===== config.mk =====
export PLATFORM = sky130hd
export DESIGN_NAME = manchester_frame_decoder
export DESIGN_NICKNAME = d
export VERILOG_FILES = /design/src/sv/mfd_pkg.sv /design/src/sv/mfd_in_stage.sv /design/src/sv/mfd_frame_core.sv /design/src/sv/manchester_frame_decoder.sv
export SDC_FILE = /design/constraint.sdc
export NUM_CORES = 1
export LEC_CHECK = 0
export ABC_AREA = 1
export BUFFER_PORTS_ARGS = -buffer_cell sky130_fd_sc_hd__buf_2
export CAP_MARGIN = 30
export CORE_MARGIN = 3
export CORE_UTILIZATION = 50
export CTS_CLUSTER_SIZE = 24
export DETAILED_ROUTE_END_ITERATION = 10
export PLACE_DENSITY = 0.7
export SYNTH_ARGS = -nofsm -noshare
export SYNTH_HDL_FRONTEND = slang
export SYNTH_HIERARCHICAL = 1
export SYNTH_SLANG_ARGS = --single-unit

===== constraint.sdc =====
create_clock -name aclk -period 9.93 [get_ports aclk]
set_input_delay 0.4965 -clock aclk [delete_from_list [all_inputs] [get_ports aclk]]
set_output_delay 0.4965 -clock aclk [all_outputs]
set_load 0.05 [all_outputs]

===== src/sv/mfd_pkg.sv =====
// Package for the Manchester frame decoder.
// Holds frame constants, field widths and the input item type; no dependencies.
package mfd_pkg;

    localparam int unsigned FRAME_BYTES = 10;
    localparam int unsigned POS_W       = 4;
    localparam int unsigned WORD_W      = 37;
    localparam int unsigned PREFIX_W    = 3;
    localparam int unsigned ADDR_W      = 24;
    localparam int unsigned PRESS_W     = 10;
    localparam int unsigned M_TDATA_W   = 40;

    localparam logic [POS_W-1:0] POS_IDLE  = POS_W'(FRAME_BYTES);
    localparam logic [POS_W-1:0] POS_FIRST = '0;
    localparam logic [POS_W-1:0] POS_LAST  = POS_W'(FRAME_BYTES - 1);

    typedef struct packed {
        logic [7:0] raw_byte;
        logic       frame_start;
    } item_t;

endpackage


===== src/sv/mfd_in_stage.sv =====
// Input register stage of the Manchester frame decoder.
// Depends on mfd_pkg; feeds mfd_frame_core.
module mfd_in_stage
    import mfd_pkg::*;
(
    input  logic       aclk,
    input  logic       aresetn,
    input  logic       s_tvalid,
    output logic       s_tready,
    input  logic [7:0] s_tdata,   // raw_byte
    input  logic       s_tuser,   // frame_start
    output logic       item_valid,
    output item_t      item,
    input  logic       item_take
);

    logic  valid_reg;
    logic  valid_next;
    item_t item_reg;
    logic  accept;

    assign s_tready   = !valid_reg || item_take;
    assign accept     = s_tvalid && s_tready;
    assign item_valid = valid_reg;
    assign item       = item_reg;

    always_comb begin
        valid_next = valid_reg;
        if (accept) begin
            valid_next = 1'b1;
        end else if (item_take) begin
            valid_next = 1'b0;
        end
    end

    always_ff @(posedge aclk) begin
        if (!aresetn) begin
            valid_reg <= 1'b0;
        end else begin
            valid_reg <= valid_next;
        end
    end

    always_ff @(posedge aclk) begin
        if (accept) begin
            item_reg.raw_byte    <= s_tdata;
            item_reg.frame_start <= s_tuser;
        end
    end

endmodule


===== src/sv/mfd_frame_core.sv =====
// Pair decode, frame state and result register of the Manchester frame decoder.
// Depends on mfd_pkg; takes items from mfd_in_stage.
module mfd_frame_core
    import mfd_pkg::*;
(
    input  logic                 aclk,
    input  logic                 aresetn,
    input  logic                 item_valid,
    input  item_t                item,
    output logic                 item_take,
    output logic                 m_tvalid,
    input  logic                 m_tready,
    output logic [M_TDATA_W-1:0] m_tdata,   // prefix_bits, sender_address, pressure_raw
    output logic                 m_tuser    // coding_error
);

    logic [POS_W-1:0]  pos_reg, pos_next;
    logic              carry_reg, carry_next;
    logic [WORD_W-1:0] word_reg, word_next;
    logic              err_reg, err_next;
    logic              m_valid_reg, m_valid_next;
    logic [WORD_W-1:0] res_word_reg;
    logic              res_err_reg;

    logic [POS_W-1:0]  pos_eff;
    logic              carry_eff;
    logic [WORD_W-1:0] word_eff;
    logic              err_eff;
    logic              active;
    logic              emit;
    logic [7:0]        b;
    logic [3:0]        d;
    logic [3:0]        e;

    assign b = item.raw_byte;

    assign pos_eff   = item.frame_start ? POS_FIRST : pos_reg;
    assign carry_eff = item.frame_start ? 1'b0 : carry_reg;
    assign word_eff  = item.frame_start ? '0 : word_reg;
    assign err_eff   = item.frame_start ? 1'b0 : err_reg;
    assign active    = item.frame_start || (pos_reg < POS_IDLE);
    assign emit      = item_valid && active && (pos_eff == POS_LAST);
    assign item_take = item_valid && (!emit || !m_valid_reg || m_tready);

    assign d[3] = carry_eff & ~b[7];
    assign e[3] = carry_eff == b[7];
    assign d[2] = b[6] & ~b[5];
    assign e[2] = b[6] == b[5];
    assign d[1] = b[4] & ~b[3];
    assign e[1] = b[4] == b[3];
    assign d[0] = b[2] & ~b[1];
    assign e[0] = b[2] == b[1];

    always_comb begin
        pos_next   = pos_reg;
        carry_next = carry_reg;
        word_next  = word_reg;
        err_next   = err_reg;
        if (item_take && active) begin
            carry_next = b[0];
            if (pos_eff == POS_FIRST) begin
                word_next = {word_eff[WORD_W-4:0], d[2:0]};
                err_next  = err_eff | (|e[2:0]);
                pos_next  = pos_eff + POS_W'(1);
            end else if (pos_eff == POS_LAST) begin
                word_next = {word_eff[WORD_W-3:0], d[3:2]};
                err_next  = err_eff | (|e[3:2]);
                pos_next  = POS_IDLE;
            end else begin
                word_next = {word_eff[WORD_W-5:0], d};
                err_next  = err_eff | (|e);
                pos_next  = pos_eff + POS_W'(1);
            end
        end
    end

    always_comb begin
        m_valid_next = m_valid_reg;
        if (item_take && emit) begin
            m_valid_next = 1'b1;
        end else if (m_tready) begin
            m_valid_next = 1'b0;
        end
    end

    always_ff @(posedge aclk) begin
        if (!aresetn) begin
            pos_reg     <= POS_IDLE;
            carry_reg   <= 1'b0;
            word_reg    <= '0;
            err_reg     <= 1'b0;
            m_valid_reg <= 1'b0;
        end else begin
            pos_reg     <= pos_next;
            carry_reg   <= carry_next;
            word_reg    <= word_next;
            err_reg     <= err_next;
            m_valid_reg <= m_valid_next;
        end
    end

    always_ff @(posedge aclk) begin
        if (item_take && emit) begin
            res_word_reg <= word_next;
            res_err_reg  <= err_next;
        end
    end

    assign m_tvalid = m_valid_reg;
    assign m_tuser  = res_err_reg;
    assign m_tdata  = {
        {(M_TDATA_W - WORD_W){1'b0}},
        res_word_reg[PRESS_W-1:0],
        res_word_reg[PRESS_W+ADDR_W-1:PRESS_W],
        res_word_reg[WORD_W-1:PRESS_W+ADDR_W]
    };

    a_pos_range: assert property (@(posedge aclk) disable iff (!aresetn)
        pos_reg <= POS_IDLE)
        else $error("byte position out of range");

    a_no_overwrite: assert property (@(posedge aclk) disable iff (!aresetn)
        (item_take && emit) |-> (!m_valid_reg || m_tready))
        else $error("result overwritten while held");

    a_idle_after_emit: assert property (@(posedge aclk) disable iff (!aresetn)
        (item_take && emit) |=> (pos_reg == POS_IDLE) && m_tvalid)
        else $error("frame not closed after last byte");

    a_start_advances: assert property (@(posedge aclk) disable iff (!aresetn)
        (item_take && item.frame_start) |=> (pos_reg == POS_W'(1)))
        else $error("frame start did not advance position");

endmodule


===== src/sv/manchester_frame_decoder.sv =====
// Manchester frame decoder top level: one raw frame byte per request in,
// one decoded frame result per ten-byte frame out. Depends on mfd_pkg.
// Throughput: one byte per cycle, set by the single-pass pair decode, unless a
// held result waits on m_tready. The tenth byte of a frame passes the input
// register, then its decoded result is registered in the result register.
// Reset (aresetn low, synchronous) empties both registers and idles the frame.
module manchester_frame_decoder
    import mfd_pkg::*;
(
    input  logic                 aclk,
    input  logic                 aresetn,
    input  logic                 s_tvalid,
    output logic                 s_tready,
    input  logic [7:0]           s_tdata,   // raw_byte
    input  logic                 s_tuser,   // frame_start
    output logic                 m_tvalid,
    input  logic                 m_tready,
    output logic [M_TDATA_W-1:0] m_tdata,   // prefix_bits, sender_address, pressure_raw
    output logic                 m_tuser    // coding_error
);

    logic  item_valid;
    item_t item;
    logic  item_take;

    mfd_in_stage u_in_stage (
        .aclk       (aclk),
        .aresetn    (aresetn),
        .s_tvalid   (s_tvalid),
        .s_tready   (s_tready),
        .s_tdata    (s_tdata),
        .s_tuser    (s_tuser),
        .item_valid (item_valid),
        .item       (item),
        .item_take  (item_take)
    );

    mfd_frame_core u_frame_core (
        .aclk       (aclk),
        .aresetn    (aresetn),
        .item_valid (item_valid),
        .item       (item),
        .item_take  (item_take),
        .m_tvalid   (m_tvalid),
        .m_tready   (m_tready),
        .m_tdata    (m_tdata),
        .m_tuser    (m_tuser)
    );

endmodule


After elaboration in Yosys (flattened, before gate mapping). Index checks and enable logic that the tools add are counted.

Div/mod/pow operators: 0. $add $sub $neg: 1. Equality and inequality tests: 5. Reductions and logical operators: 19. Multiplexer cells: 16. Shift operators: 0. $mul: 0. $lt $le $gt $ge: 1. Bitwise operators: 11.

Operators by type and width (count): 37-bit two-way mux (3); 35-bit two-way mux (1); 4-bit two-way mux (3); 1-bit two-way mux (9); 1-bit logical AND (6); 4-bit by 1-bit adder with 4-bit output (second input constant) (1); 1-bit AND (4); 1-bit equality test (4); 4-bit equality test (second input constant) (1); 4-bit zero test (1); 1-bit logical OR (4); 4-bit less-than comparator (second input constant) (1); 1-bit NOT (4); 2-bit nonzero test (2); 4-bit OR reduction (1); 1-bit zero test (3); 1-bit OR (3); 3-bit OR reduction (1); 2-bit OR reduction (1).

Bits in registers: 92. Latch bits: 0. Bits in read-only memories: 0. Output and inout bits: 43. Memory bits (writable): 0. Memories kept: 0. Logic and storage cells: 63.

Depth between registers and ports, before layout.
Depth after elaboration: 11. Gate-level depth with buffers: 15.

By module. Netlist, hierarchy kept.

Modules (own cells, without submodules): mfd_frame_core (cells each 594, instances 1, area an instance 4291.6 sq um); mfd_in_stage (cells each 16, instances 1, area an instance 321.6 sq um).

Least setup slack after synthesis. OpenSTA, ideal clock, no wires.

Path kind: flip-flop to flip-flop. Start point: register u_in_stage.item_reg (netlist bit u_in_stage/item[0]). End point: register u_frame_core.res_err_reg (netlist: u_frame_core/m_tuser) (enable). Setup slack: 5920 ps. Buffers on the path: 3. Cell stages (with the launch flop): 13. Setup time: 446 ps. Data arrival time: 3564 ps. Required time: 9484 ps. Clock period less this slack: 4010 ps. Cells stage by stage: edfxtp_1 inv_1 buf_2 buf_2 nand2_1 ha_1 inv_1 nor2_4 nand2_1 buf_2 inv_1 nand3_1 a21oi_1.

Longest elaborated chain between the ends: 8.

RTL lines: start: declaration (line mfd_in_stage.sv:19) `item_t item_reg;`; 4-bit two-way mux / 1-bit logical OR (equally long branches) (line mfd_frame_core.sv:37, mfd_frame_core.sv:41); 4-bit equality test / 1-bit logical AND (equally long branches) (line mfd_frame_core.sv:42) `assign emit = item_valid && active && (pos_eff == POS_LAST);`; 1-bit logical AND * (line mfd_frame_core.sv:42); 1-bit zero test (line mfd_frame_core.sv:43) `assign item_take = item_valid && (!emit || !m_valid_reg || m_tready);`; 1-bit logical OR (2 in series) (line mfd_frame_core.sv:43); 1-bit logical AND (line mfd_frame_core.sv:43); 1-bit logical AND * (line mfd_frame_core.sv:103) `if (item_take && emit) begin`; end signal: assignment (line mfd_frame_core.sv:105) `res_err_reg <= err_next;`; end: declaration (line mfd_frame_core.sv:23) `logic res_err_reg;`.

Every way passes the cells marked *; elsewhere a longest branch is shown, timed or not. A chain may end at the register's enable or synchronous reset.

Worst setup path in the final report.
Start point: register u_in_stage.item_reg (netlist bit u_in_stage/item[0]). End point: output s_tready.

Longest elaborated chain between the ends: 8.

RTL lines: 4-bit two-way mux / 1-bit logical OR (equally long branches) (line mfd_frame_core.sv:37, mfd_frame_core.sv:41); 4-bit equality test / 1-bit logical AND (equally long branches) (line mfd_frame_core.sv:42); 1-bit logical AND * (line mfd_frame_core.sv:42); 1-bit zero test * (line mfd_frame_core.sv:43); 1-bit logical OR * (2 in series) (line mfd_frame_core.sv:43); 1-bit logical AND * (line mfd_frame_core.sv:43); via item_take (line manchester_frame_decoder.sv:24) `logic item_take;`; 1-bit logical OR * (line mfd_in_stage.sv:22) `assign s_tready = !valid_reg || item_take;`; end: declaration (line manchester_frame_decoder.sv:13) `output logic s_tready,`.

The timed path passes the listed nets; every way through them passes the cells marked *.

==> impl_metrics.env <==
export IMPL_p_sw_share_pct=26.7
export IMPL_required_ns=9.43
export IMPL_place_hpwl_mm=6.10
export IMPL_grt_pass1_wl_mm=16.2
export IMPL_r2r_end="u_frame_core/res_word_reg[7]"
export IMPL_ioPinCount=56
export IMPL_clock_path_buffers=2
export IMPL_power_density_nw_per_um2=162
export IMPL_first_iter_violations=283
export IMPL_fill_cells=834
export IMPL_period_minus_slack_ns=4.39
export IMPL_rrSetupSlack_ns=5.63
export IMPL_dpl_cell_area_um2=4910
export IMPL_relSlewSlack_pct=36.2
export IMPL_via_count=3791
export IMPL_clkPwrFrac_pct=34.6
export IMPL_p_int_w=0.000611
export IMPL_wl_mm=9.35
export IMPL_rsz0062_at_grt="false"
export IMPL_reg2regPathDepth=10
export IMPL_yosys_area_top_type_share_pct=30.6
export IMPL_diodes=0
export IMPL_cts_clk_slew_worst_paths_ns=0.09
export IMPL_ys_top_cells_by_area="edfxtp_1 (31%), dfxtp_1 (20%), nand2_1 (13%), nand3_1 (8.9%), inv_1 (8.1%)"
export IMPL_crit_path_frequent_cell="inv_1"
export IMPL_switchingPower_w=0.000222
export IMPL_hold_viol_final=0
export IMPL_dieArea_um2=10400
export IMPL_start_util_pct=52.1
export IMPL_seqPwrFrac_pct=51.6
export IMPL_hold_start="s_tdata[3]"
export IMPL_worst_setup_path_type="reg2out"
export IMPL_hold_class="in2reg"
export IMPL_cp_arrival_ns=3.90
export IMPL_tightest_slew_ns=0.956
export IMPL_slowest_delay_ns=0.64
export IMPL_status="completed"
export IMPL_row_count=34
export IMPL_detail_route_wl_per_cell_um=12.3
export IMPL_drive_gt1_share_pct=16.5
export IMPL_holdBufCountCts=0
export IMPL_power_share_combinational_pct=13.9
export IMPL_path_cells="inv_1 > nand2_1 > ha_1 > inv_1 > nor2_4 > nand2_1 > inv_1 > nand3_1 > o21a_1 > inv_2 > nand2_2 > buf_2"
export IMPL_cp_slowest_cell="edfxtp_1"
export IMPL_layout_nets=664
export IMPL_die_w_um=102
export IMPL_ys_types=24
export IMPL_synth_top_family_by_area="simple AND/OR/NAND/NOR gates"
export IMPL_hold_end="u_in_stage/item[4]"
export IMPL_final_setup_tns_ns=0
export IMPL_startpoint_type="flip-flop"
export IMPL_htreeDepth=3
export IMPL_yosysWarnings=6
export IMPL_fp_dieH_um=102
export IMPL_path_buf_inv=5
export IMPL_crit_path_max_fanout=35
export IMPL_fin_skew_ns=0.0119
export IMPL_p_leak_nw=2.69
export IMPL_synth_compound_area_share_pct=6.16
export IMPL_ys_ff_latch=92
export IMPL_yosysTopAreaCell="edfxtp_1"
export IMPL_synthCells=610
export IMPL_drcViolationCount=0
export IMPL_clk_latency_ns=0.35
export IMPL_period_share_pct=44.2
export IMPL_cts_setup_buffers=0
export IMPL_clock_sinks=92
export IMPL_syn_area_um2=4610
export IMPL_first_pass_iters=4
export IMPL_vdd_ir_drop_max_uv=79.3
export IMPL_port_buffers=52
export IMPL_yosys_area_share_simple_pct=29.7
export IMPL_setup_viol=0
export IMPL_grt_max_degree=76
export IMPL_seq_area_frac_synth_pct=50.1
export IMPL_regToRegStartpoint="u_in_stage/item[0]"
export IMPL_via_per_inst=5.01
export IMPL_crit_family="simple AND/OR/NAND/NOR gates"
export IMPL_yosys_area_share_xor_xnor_pct=0
export IMPL_antenna_left=0
export IMPL_synth_avg_cell_area_um2=7.56
export IMPL_postLayoutCellArea_um2=5140
export IMPL_coreArea_um2=8850
export IMPL_track_usage_pct=19.3
export IMPL_final_common_cell="nand2_1"
export IMPL_min_path_cells=1
export IMPL_cts_buffers=9
export IMPL_antenna_found_initial=0
export IMPL_overflow=0
export IMPL_synth_fa_ha_area_share_pct=1.90
export IMPL_drv_slew=0
export IMPL_areaGrowthSynthToFinish_pct=11.5
export IMPL_max_freq_mhz=228
export IMPL_tritoncts="built"
export IMPL_cts_root_buffer="clkbuf_8"
export IMPL_cts_resized=0
export IMPL_grt_pass1_vias=3559
export IMPL_critPathCaptureType="primary output"
export IMPL_layout_common_cells="nand2_1 (156), inv_1 (100), nand3_1 (82), buf_2 (52), nor2_1 (49)"
export IMPL_drv_cap=0
export IMPL_gp_congestion=0.810
export IMPL_synthMuxAreaShare_pct=0
-- power groups by stage --
stage	logic [W]	clock network [W]	registers (W)
global placement	0.000113	0	0.000438
finish	0.000116	0.000288	0.000430
CTS	0.000116	0.000296	0.000430
detailed placement	0.000116	0	0.000438
floorplan	0.0000925	0	0.000437
global route	0.000136	0.000311	0.000432
-- per-layer routing --
layer,vias up,global-route usage [%],part of all wire [%]
li1,1965,-,-
met4,0,6.26,1.3
met3,10,2.73,4.3
met2,106,31.8,47
met5,-,0,0
met1,1710,26.4,48
-- cell families (layout without fill, tap and decap cells) --
kind of cell    Yosys count  in the layout
simple gates            317            317
buf+inv                 139            176
other cells               1              3
flops                    92             92
fa+ha+maj                 7              7
compound gates           54             54
-- layout make-up --
cell class                      count  area, um^2  area share [%]
Inverter                          102         383            7.44
Clock inverter                      5        82.6            1.61
Clock buffer                       11         151            2.94
Timing Repair Buffer               58         305            5.93
Sequential cell                    92        2310            44.9
Multi-Input combinational cell    381        1780            34.5
Tap cell                          108         135            2.63
-- worst max path at each step --
| stage | startpoint | endpoint | slack [ns] | depth (start not counted) |
|---|---|---|---|---|
| after floorplan | u_in_stage/item[0] | u_frame_core/m_tuser | 5.92 | 12 |
| after global placement | u_in_stage/item[0] | u_frame_core/res_word_reg[0] | 5.89 | 10 |
| after detailed placement | u_in_stage/item[0] | u_frame_core/res_word_reg[0] | 5.67 | 10 |
| after CTS | u_in_stage/item[0] | s_tready | 5.55 | 12 |
| after global routing | u_in_stage/item[0] | s_tready | 5.26 | 12 |
| final | u_in_stage/item[0] | s_tready | 5.54 | 12 |
-- through the flow --
step	setup WS (ns)	total power (W)	util, %	hold WS (ns)	std cells
3_5_place_dp	5.67	0.000554	55.5	0.472	741
2_1_floorplan	5.92	0.000529	-	0.444	612
6_report	5.54	0.000834	58.1	0.315	757
5_1_grt	5.26	0.000879	58.1	0.301	757
3_3_place_gp	5.89	0.000551	55.5	0.458	741
4_1_cts	5.55	0.000842	58.1	0.295	757
-- cells in the mapped netlist (all sizes together) --
library cell and count:
o21a 1, clkbuf 17, nand4 1, o21ai 42, conb 1, a21oi 10
ha 7, o211ai 1, inv 101, clkinv 1, dfxtp 45, or2 26
nor2 51, buf 20, edfxtp 47, nand2 157, nand3 82
(Power assumes the default switching activity.)
